File: src/design/spsl_pkg.sv
package spsl_pkg;

  // sample and coefficient formats
  localparam int SAMPLE_BITS = 16;
  localparam int COEFF_BITS  = 24;
  localparam int ENV_FRAC    = 9;
  localparam int ENV_BITS    = SAMPLE_BITS + 1 + ENV_FRAC;
  localparam int MAG_BITS    = SAMPLE_BITS + 1;
  localparam int THR_BITS    = 15;
  localparam int THR_SHIFT   = SAMPLE_BITS + ENV_FRAC - 16;
  localparam int GAIN_FRAC   = 15;
  localparam int GAIN_BITS   = GAIN_FRAC + 1;
  localparam int CNT_BITS    = $clog2(GAIN_FRAC + 1);

  // shared multiplier, signed operands
  localparam int MUL_A_BITS = ENV_BITS + 1;
  localparam int MUL_B_BITS = COEFF_BITS + 2;
  localparam int PROD_BITS  = MUL_A_BITS + MUL_B_BITS;

  localparam logic [GAIN_BITS-1:0] GAIN_ONE = GAIN_BITS'(1) << GAIN_FRAC;
  // largest peak level: two full-scale magnitudes in envelope units
  localparam logic [ENV_BITS-1:0]  ENV_MAX  = ENV_BITS'(1) << (SAMPLE_BITS + ENV_FRAC);

  // configuration registers
  localparam int CFG_IDX_BITS = 2;
  typedef enum logic [CFG_IDX_BITS-1:0] {
    CFG_ATTACK    = 2'd0,
    CFG_RELEASE   = 2'd1,
    CFG_THRESHOLD = 2'd2
  } cfg_idx_e;

  localparam logic [COEFF_BITS-1:0] ATTACK_RST    = COEFF_BITS'(6590036);
  localparam logic [COEFF_BITS-1:0] RELEASE_RST   = COEFF_BITS'(1674);
  localparam logic [THR_BITS-1:0]   THRESHOLD_RST = THR_BITS'(29491);

  // microcode
  typedef enum logic [3:0] {
    OP_NOP,
    OP_LOAD,
    OP_MUL_KEEP,
    OP_ACC_DIFF,
    OP_MUL_ATK,
    OP_ENV_UPD,
    OP_DIV_INIT,
    OP_DIV_STEP,
    OP_GAIN,
    OP_MUL_L,
    OP_MUL_R,
    OP_OUT
  } op_e;

  typedef enum logic [2:0] {
    SEQ_NEXT,
    SEQ_HOLD_IN,
    SEQ_SKIP_NOLIM,
    SEQ_LOOP_DIV,
    SEQ_HOLD_OUT,
    SEQ_JUMP
  } seq_e;

  localparam int STEP_BITS = 4;

  typedef struct packed {
    op_e                  op;
    seq_e                 seq;
    logic [STEP_BITS-1:0] target;
  } ucode_t;

  localparam logic [STEP_BITS-1:0] STEP_LOAD     = 4'd0;
  localparam logic [STEP_BITS-1:0] STEP_MUL_KEEP = 4'd1;
  localparam logic [STEP_BITS-1:0] STEP_ACC_DIFF = 4'd2;
  localparam logic [STEP_BITS-1:0] STEP_MUL_ATK  = 4'd3;
  localparam logic [STEP_BITS-1:0] STEP_ENV_UPD  = 4'd4;
  localparam logic [STEP_BITS-1:0] STEP_DIV_INIT = 4'd5;
  localparam logic [STEP_BITS-1:0] STEP_DIV_STEP = 4'd6;
  localparam logic [STEP_BITS-1:0] STEP_GAIN     = 4'd7;
  localparam logic [STEP_BITS-1:0] STEP_MUL_L    = 4'd8;
  localparam logic [STEP_BITS-1:0] STEP_MUL_R    = 4'd9;
  localparam logic [STEP_BITS-1:0] STEP_OUT      = 4'd10;

  // program rom
  function automatic ucode_t ucode_rom(logic [STEP_BITS-1:0] step);
    ucode_t w;
    w = '{op: OP_NOP, seq: SEQ_JUMP, target: STEP_LOAD};
    case (step)
      STEP_LOAD:     w = '{op: OP_LOAD,     seq: SEQ_HOLD_IN,    target: STEP_LOAD};
      STEP_MUL_KEEP: w = '{op: OP_MUL_KEEP, seq: SEQ_NEXT,       target: STEP_LOAD};
      STEP_ACC_DIFF: w = '{op: OP_ACC_DIFF, seq: SEQ_NEXT,       target: STEP_LOAD};
      STEP_MUL_ATK:  w = '{op: OP_MUL_ATK,  seq: SEQ_NEXT,       target: STEP_LOAD};
      STEP_ENV_UPD:  w = '{op: OP_ENV_UPD,  seq: SEQ_NEXT,       target: STEP_LOAD};
      STEP_DIV_INIT: w = '{op: OP_DIV_INIT, seq: SEQ_SKIP_NOLIM, target: STEP_MUL_L};
      STEP_DIV_STEP: w = '{op: OP_DIV_STEP, seq: SEQ_LOOP_DIV,   target: STEP_LOAD};
      STEP_GAIN:     w = '{op: OP_GAIN,     seq: SEQ_NEXT,       target: STEP_LOAD};
      STEP_MUL_L:    w = '{op: OP_MUL_L,    seq: SEQ_NEXT,       target: STEP_LOAD};
      STEP_MUL_R:    w = '{op: OP_MUL_R,    seq: SEQ_NEXT,       target: STEP_LOAD};
      STEP_OUT:      w = '{op: OP_OUT,      seq: SEQ_HOLD_OUT,   target: STEP_LOAD};
      default:       w = '{op: OP_NOP,      seq: SEQ_JUMP,       target: STEP_LOAD};
    endcase
    return w;
  endfunction

endpackage

File: src/design/stereo_peak_soft_limiter_core.sv
// flow: the load, envelope update and output steps run for every item; when the
//   envelope is above threshold, 15 restoring divide steps and the gain step are added
// items: one in flight; the microcode program and the one-bit-per-cycle divider loop
//   run before the next is taken; the input is taken again while a result waits
// reset: async active low; envelope cleared to zero, config registers to their defaults,
//   sequencer back at the load step, no result pending
module stereo_peak_soft_limiter_core
  import spsl_pkg::*;
(
  input  logic                           clk_i,
  input  logic                           rst_ni,
  // configuration write port
  input  logic                           cfg_we_i,
  input  logic [CFG_IDX_BITS-1:0]        cfg_idx_i,
  input  logic [COEFF_BITS-1:0]          cfg_data_i,
  // input item channel
  input  logic                           in_valid_i,
  output logic                           in_ready_o,
  input  logic signed [SAMPLE_BITS-1:0]  left_sample_i,
  input  logic signed [SAMPLE_BITS-1:0]  right_sample_i,
  // result item channel
  output logic                           out_valid_o,
  input  logic                           out_ready_i,
  output logic signed [SAMPLE_BITS-1:0]  left_out_o,
  output logic signed [SAMPLE_BITS-1:0]  right_out_o,
  output logic [GAIN_BITS-1:0]           gain_applied_o
);

  // config registers
  logic [COEFF_BITS-1:0] attack_q;
  logic [COEFF_BITS-1:0] release_q;
  logic [THR_BITS-1:0]   threshold_q;

  // sequencer and kept state
  logic [STEP_BITS-1:0]  step_q, step_d;
  logic                  out_valid_q;
  logic [ENV_BITS-1:0]   env_q;

  // datapath registers
  logic signed [SAMPLE_BITS-1:0] samp_l_q, samp_r_q;
  logic [ENV_BITS-1:0]           peak_q;
  logic [ENV_BITS-1:0]           acc_q;
  logic [ENV_BITS-1:0]           diff_q;
  logic signed [PROD_BITS-1:0]   prod_q;
  logic [ENV_BITS-1:0]           rem_q;
  logic [GAIN_FRAC-1:0]          quo_q;
  logic [CNT_BITS-1:0]           cnt_q;
  logic [GAIN_BITS-1:0]          gain_q;
  logic signed [SAMPLE_BITS-1:0] left_res_q;
  logic signed [SAMPLE_BITS-1:0] left_out_q, right_out_q;
  logic [GAIN_BITS-1:0]          gain_out_q;

  ucode_t uw;
  logic   fire;
  logic   out_free;
  logic   limited;

  logic [ENV_BITS-1:0]           thr_env;
  logic [COEFF_BITS:0]           keep;
  logic [MAG_BITS-1:0]           mag_l, mag_r, mag_sum;
  logic signed [MUL_A_BITS-1:0]  mul_a;
  logic signed [MUL_B_BITS-1:0]  mul_b;
  logic signed [PROD_BITS-1:0]   prod_d;
  logic [ENV_BITS:0]             rem_dbl;
  logic [ENV_BITS-1:0]           prod_scaled;

  assign uw       = ucode_rom(step_q);
  assign out_free = !out_valid_q || out_ready_i;
  assign thr_env  = ENV_BITS'(threshold_q) << THR_SHIFT;
  assign limited  = env_q > thr_env;
  assign keep     = ((COEFF_BITS + 1)'(1) << COEFF_BITS) - (COEFF_BITS + 1)'(release_q);

  // magnitudes; full-scale negative keeps its 2^(n-1) value in the wider word
  assign mag_l   = left_sample_i[SAMPLE_BITS-1]
                 ? MAG_BITS'(0) - MAG_BITS'($unsigned(left_sample_i)) - {1'b1, SAMPLE_BITS'(0)}
                 : MAG_BITS'($unsigned(left_sample_i));
  assign mag_r   = right_sample_i[SAMPLE_BITS-1]
                 ? MAG_BITS'(0) - MAG_BITS'($unsigned(right_sample_i)) - {1'b1, SAMPLE_BITS'(0)}
                 : MAG_BITS'($unsigned(right_sample_i));
  assign mag_sum = mag_l + mag_r;

  // sequencer next step and the gate for waiting steps
  always_comb begin
    fire   = 1'b1;
    step_d = step_q + STEP_BITS'(1);
    case (uw.seq)
      SEQ_NEXT: begin
        step_d = step_q + STEP_BITS'(1);
      end
      SEQ_HOLD_IN: begin
        fire   = in_valid_i;
        step_d = in_valid_i ? step_q + STEP_BITS'(1) : step_q;
      end
      SEQ_SKIP_NOLIM: begin
        step_d = limited ? step_q + STEP_BITS'(1) : uw.target;
      end
      SEQ_LOOP_DIV: begin
        step_d = (cnt_q != CNT_BITS'(1)) ? step_q : step_q + STEP_BITS'(1);
      end
      SEQ_HOLD_OUT: begin
        fire   = out_free;
        step_d = out_free ? uw.target : step_q;
      end
      SEQ_JUMP: begin
        step_d = uw.target;
      end
      default: begin
        step_d = STEP_LOAD;
      end
    endcase
  end

  assign in_ready_o = (uw.op == OP_LOAD);

  // shared multiplier operand select
  always_comb begin
    mul_a = '0;
    mul_b = '0;
    case (uw.op)
      OP_MUL_KEEP: begin
        mul_a = MUL_A_BITS'($signed({1'b0, env_q}));
        mul_b = MUL_B_BITS'($signed({1'b0, keep}));
      end
      OP_MUL_ATK: begin
        mul_a = MUL_A_BITS'($signed({1'b0, diff_q}));
        mul_b = MUL_B_BITS'($signed({2'b00, attack_q}));
      end
      OP_MUL_L: begin
        mul_a = MUL_A_BITS'(samp_l_q);
        mul_b = MUL_B_BITS'($signed({1'b0, gain_q}));
      end
      OP_MUL_R: begin
        mul_a = MUL_A_BITS'(samp_r_q);
        mul_b = MUL_B_BITS'($signed({1'b0, gain_q}));
      end
      default: begin
        mul_a = '0;
        mul_b = '0;
      end
    endcase
  end

  assign prod_d      = mul_a * mul_b;
  assign prod_scaled = prod_q[COEFF_BITS+ENV_BITS-1:COEFF_BITS];
  assign rem_dbl     = {rem_q, 1'b0};

  // control state, config and envelope
  always_ff @(posedge clk_i or negedge rst_ni) begin
    if (!rst_ni) begin
      step_q      <= STEP_LOAD;
      out_valid_q <= 1'b0;
      env_q       <= '0;
      attack_q    <= ATTACK_RST;
      release_q   <= RELEASE_RST;
      threshold_q <= THRESHOLD_RST;
    end else begin
      step_q <= step_d;
      if (out_valid_q && out_ready_i) begin
        out_valid_q <= 1'b0;
      end
      if (uw.op == OP_OUT && fire) begin
        out_valid_q <= 1'b1;
      end
      if (uw.op == OP_ENV_UPD) begin
        env_q <= acc_q + prod_scaled;
      end
      if (cfg_we_i) begin
        case (cfg_idx_i)
          CFG_ATTACK:    attack_q    <= cfg_data_i;
          CFG_RELEASE:   release_q   <= cfg_data_i;
          CFG_THRESHOLD: threshold_q <= cfg_data_i[THR_BITS-1:0];
          default:       ;
        endcase
      end
    end
  end

  // datapath, driven by the control word
  always_ff @(posedge clk_i) begin
    if (fire) begin
      case (uw.op)
        OP_LOAD: begin
          samp_l_q <= left_sample_i;
          samp_r_q <= right_sample_i;
          peak_q   <= {mag_sum, ENV_FRAC'(0)};
        end
        OP_MUL_KEEP, OP_MUL_ATK, OP_MUL_L: begin
          prod_q <= prod_d;
        end
        OP_ACC_DIFF: begin
          acc_q  <= prod_scaled;
          diff_q <= (peak_q > env_q) ? peak_q - env_q : '0;
        end
        OP_DIV_INIT: begin
          rem_q  <= thr_env;
          quo_q  <= '0;
          cnt_q  <= CNT_BITS'(GAIN_FRAC);
          gain_q <= GAIN_ONE;
        end
        OP_DIV_STEP: begin
          // restoring step, one quotient bit
          if (rem_dbl >= {1'b0, env_q}) begin
            rem_q <= ENV_BITS'(rem_dbl - {1'b0, env_q});
            quo_q <= {quo_q[GAIN_FRAC-2:0], 1'b1};
          end else begin
            rem_q <= rem_dbl[ENV_BITS-1:0];
            quo_q <= {quo_q[GAIN_FRAC-2:0], 1'b0};
          end
          cnt_q <= cnt_q - CNT_BITS'(1);
        end
        OP_GAIN: begin
          gain_q <= {1'b0, quo_q};
        end
        OP_MUL_R: begin
          left_res_q <= prod_q[GAIN_FRAC+SAMPLE_BITS-1:GAIN_FRAC];
          prod_q     <= prod_d;
        end
        OP_OUT: begin
          left_out_q  <= left_res_q;
          right_out_q <= prod_q[GAIN_FRAC+SAMPLE_BITS-1:GAIN_FRAC];
          gain_out_q  <= gain_q;
        end
        default: ;
      endcase
    end
  end

  assign out_valid_o    = out_valid_q;
  assign left_out_o     = left_out_q;
  assign right_out_o    = right_out_q;
  assign gain_applied_o = gain_out_q;

  // one item in flight: after an accept the input stays closed
  a_single_item: assert property (@(posedge clk_i) disable iff (!rst_ni)
    in_valid_i && in_ready_o |=> !in_ready_o)
    else $error("input accepted twice in a row");

  // divider loop never runs with an exhausted count
  a_div_count: assert property (@(posedge clk_i) disable iff (!rst_ni)
    step_q == STEP_DIV_STEP |-> cnt_q != '0)
    else $error("divide step with zero count");

  // envelope cannot pass the largest peak level
  a_env_bound: assert property (@(posedge clk_i) disable iff (!rst_ni)
    env_q <= ENV_MAX)
    else $error("envelope above maximum peak");

  // a result is loaded only into a free output slot
  a_out_free: assert property (@(posedge clk_i) disable iff (!rst_ni)
    step_q == STEP_OUT && out_valid_q && !out_ready_i |=> step_q == STEP_OUT)
    else $error("result overwrote a pending item");

  // gain never above unity
  a_gain_range: assert property (@(posedge clk_i) disable iff (!rst_ni)
    out_valid_q |-> gain_out_q <= GAIN_ONE)
    else $error("gain above unity");

endmodule
File: config.mk
export PLATFORM = sky130hd
export DESIGN_NAME = stereo_peak_soft_limiter_core
export DESIGN_NICKNAME = d
export VERILOG_FILES = /design/src/design/spsl_pkg.sv /design/src/design/stereo_peak_soft_limiter_core.sv
export SDC_FILE = /design/constraint.sdc
export NUM_CORES = 2
export LEC_CHECK = 0
export ABC_AREA = 1
export BUFFER_PORTS_ARGS = -buffer_cell sky130_fd_sc_hd__buf_2
export CAP_MARGIN = 30
export CORE_UTILIZATION = 50
export CTS_BUF_LIST = sky130_fd_sc_hd__clkbuf_16
export CTS_CLUSTER_SIZE = 16
export DETAILED_ROUTE_END_ITERATION = 10
export PLACE_DENSITY = 0.73
export SLEW_MARGIN = 20
export SYNTH_ARGS = -nofsm -noshare
export SYNTH_HDL_FRONTEND = slang
export SYNTH_SLANG_ARGS = --single-unit
export TNS_END_PERCENT = 20
File: constraint.sdc
create_clock -name clk_i -period 9.2 [get_ports clk_i]
set_input_delay 1.84 -clock clk_i [delete_from_list [all_inputs] [get_ports clk_i]]
set_output_delay 1.84 -clock clk_i [all_outputs]
set_load 0.1 [all_outputs]
==> flow_metrics.tcl <==
set metrics [dict create \
    max_stage_delay_ps 550 \
    status "finished clean" \
    critPathMaxFanout 18 \
    numCtsBuffers 36 \
    ys_seq_elements 355 \
    syn2layout_area_growth_pct 7.807 \
    dp_hpwl_mm 107.4 \
    clock_sinks 355 \
    multi_input_area_um2 28080 \
    ios 113 \
    path_class "register to register" \
    grt_pass1_vias 34580 \
    finClkSkew_ps 27.81 \
    hold_violations 0 \
    first_iter_violations 3202 \
    die_w_um 296.7 \
    drcViolationCount 0 \
    rsz0062_at_grt "true" \
    clock_latency_ps 550 \
    seq_area_um2 10220 \
    cp_slowest_cell "fa_1" \
    routed-via-count 33960 \
    yosysWarningCount 0 \
    port_buffers 112 \
    muxShareOfSynthArea_pct 0 \
    grt_pass1_wl_mm 200.6 \
    synth_top_cells_by_area "fa_1, edfxtp_1, inv_1" \
    synth_edf_count 261 \
    worstMarginPinSlew_ps 837.8 \
    diodes 0 \
    die_h_um 296.7 \
    fin_crit_sh_pct 96.13 \
    maxSlewViolCount 0 \
    ys.flop_type "edfxtp_1" \
    setup_viol 0 \
    dpl_cell_area_um2 45650 \
    htreeDepth 2 \
    fin_cells 6243 \
    cp_common_cell "inv_1" \
    max-clock-path-buffers 3 \
    worst_hold_path_type "register to register" \
    drtAntennaViolNets 0 \
    synthAdderAreaFrac_pct 38.74 \
    fp.coreArea_um2 85550 \
    cts_hold_buf 0 \
    cap_violations 0 \
    hold_ws_ps 417.5 \
    required_ps 9480 \
    num_rows 107 \
    cts_root_buffer "clkbuf_16" \
    synth_top_family_by_area "adder cells" \
    grt_usage_pct 29.86 \
    wl_per_cell_um 20.83 \
    post-place-ws_ps 387.2 \
    drt-total-wl_mm 130.0 \
    grt_overflow_total 0 \
    fmax_mhz 113.1 \
    initial_utilization_pct 50.77 \
    grt_max_degree 60 \
    period_needed_ps 8844 \
    die_area_um2 88050 \
    max_slew_margin_pct 44.15 \
    postSynthAreaPerCell_um2 8.787 \
    cp-end-kind "register" \
    cts_resized 0 \
    antenna_found_initial 3 \
    synth_xor_area_share_pct 2.642 \
    synth_simple_gate_area_share_pct 15.54 \
    fillers 7759 \
    dp_cells 6178 \
    cts.clk_slew.worst_paths_ps 60 \
    yosys.area.top_type_share_pct 31.48 \
    critPathLaunchType "register" \
    drive_above_1_share_pct 8.727 \
    synthArstFlopShare_pct 26.48 \
    layout_setup_ws_ps 355.8 \
    yosysTopAreaCell "fa_1" \
    synth_cell_type_count 64 \
    tritoncts "built" \
    viasPerCell 5.440 \
    gp_congestion 1.001 \
    cts_setup_buffers 0 \
    syn_inst 4943 \
    netlist_area_um2 43430 \
    cp_data_arrival_time_ps 9130 \
    drt_first_pass_iters 6 \
    final_nets 6072 \
    ys_seq_area_share_pct 23.53 \
    synth_compound_area_share_pct 7.507 \
    stdcell_area_um2 46820 \
]
[registers in the layout, summed over array words and instances (netlist names)]
| signal | count |
|---|---|
| samp_l_q | 16 |
| samp_r_q | 16 |
| attack_q | 24 |
| prod_q | 35 |
| rem_q | 26 |
| peak_q | 17 |
| right_out_o | 16 |
| threshold_q | 15 |
| acc_q | 26 |
| left_out_o | 16 |
| cnt_q | 4 |
| quo_q | 15 |
| diff_q | 26 |
| gain_applied_o | 16 |
| release_q | 24 |
| out_valid_o | 1 |
| step_q | 4 |
| left_res_q | 16 |
| gain_q | 16 |
| env_q | 26 |
[path summary, 6_finish.rpt]
kind / start / end / slack (ps) / cells past startpoint
max: step_q[0]$_DFFE_PN0P_ / prod_q[49]$_DFFE_PP_ / 360 / 38
min: left_res_q[13]$_DFFE_PP_ / left_out_o[13]$_DFFE_PP_ / 420 / 0
max reg2reg: step_q[0]$_DFFE_PN0P_ / prod_q[49]$_DFFE_PP_ / 360 / 38
min reg2reg: left_res_q[13]$_DFFE_PP_ / left_out_o[13]$_DFFE_PP_ / 420 / 0
max in group asynchronous: rst_ni / release_q[8]$_DFFE_PN0P_ / 6680 / 2
min in group asynchronous: rst_ni / threshold_q[11]$_DFFE_PN0P_ / 1290 / 1
[layout make-up]
cell class	instances	share of cell area [%]
Timing Repair Buffer	214	3.161
Tap cell	1144	3.057
Multi-Input combinational cell	3270	59.96
Inverter	1197	9.601
Sequential cell	355	21.83
Clock buffer	37	1.977
Clock inverter	26	0.4142
[placed cells by master (no fill, tap or decap), drive strengths merged, types with 13 or more instances in the layout]
| cell | n |
|---|---|
| nand4 | 30 |
| a21oi | 189 |
| clkbuf | 37 |
| edfxtp | 261 |
| ha | 252 |
| nor2 | 421 |
| nor4 | 21 |
| xor2 | 81 |
| or2 | 16 |
| fa | 683 |
| xnor2 | 50 |
| a31oi | 22 |
| o21ai | 266 |
| nor3 | 37 |
| clkinv | 14 |
| a21o | 14 |
| buf | 214 |
| dfrtp | 70 |
| nand3 | 99 |
| nand2 | 982 |
| dfstp | 24 |
| conb | 13 |
| inv | 1204 |
[cell usage after synthesis (6+ instances only)]
cell type  count
o21a_1        11
xor2_1        81
dfstp_2       24
buf_2         58
nor2_4         9
edfxtp_1     261
a22o_1         8
o21bai_1       8
a31oi_1       22
o31ai_1        6
buf_6         11
nor2_2        32
o221ai_1       7
nand4_1       26
inv_1       1165
inv_2         30
nand2_2       24
nor4_1        21
a21oi_1      189
nor3_1        36
dfrtp_1       70
buf_4         18
o21ai_1       15
a22oi_1       10
or2_2         16
nand3_1       94
clkbuf_1      42
fa_1         683
xnor2_1       50
a21o_1        14
o21ai_0      237
ha_1         252
a21boi_0      10
nor2_1       380
nand2_1      953
o21ai_2       12
[per-layer routing]
layer	vias to the layer above	wire length (um)	GRT usage [%]	share of wire, %
li1	15280	-	-	-
met4	4	5666	11.12	4.4
met3	311	13240	6.678	10
met1	16820	53450	41.48	41
met5	-	31	0	0.024
met2	1551	57640	45.78	44
[worst max-delay path, delay by kind of cell (launching register included)]
kind	cells	cell delay, ps
buffers and inverters	12	1490
adders and majority gates	9	4020
AOI/OAI and AO/OA	6	1210
and+or+nand+nor	11	1410
DFF	1	430
[cells by family after synthesis]
kind of cell,Yosys count
buffers and inverters,1329
XOR/XNOR,131
AO/OA/AOI/OAI,574
AND/OR/NAND/NOR,1617
flip-flops,355
adder cells (fa/ha/maj),935
other,2
[through the flow]
step | setup TNS, ps | utilization (%)
4_1_cts | 0 | 54.67
3_5_place_dp | 0 | 53.36
2_1_floorplan | 0 | -
3_3_place_gp | 0 | 53.29
5_1_grt | -6.708 | 54.74
6_report | 0 | 54.74
Power is not shown: default switching activity piles up to over one toggle a cycle in this logic, so the estimate is an artifact.
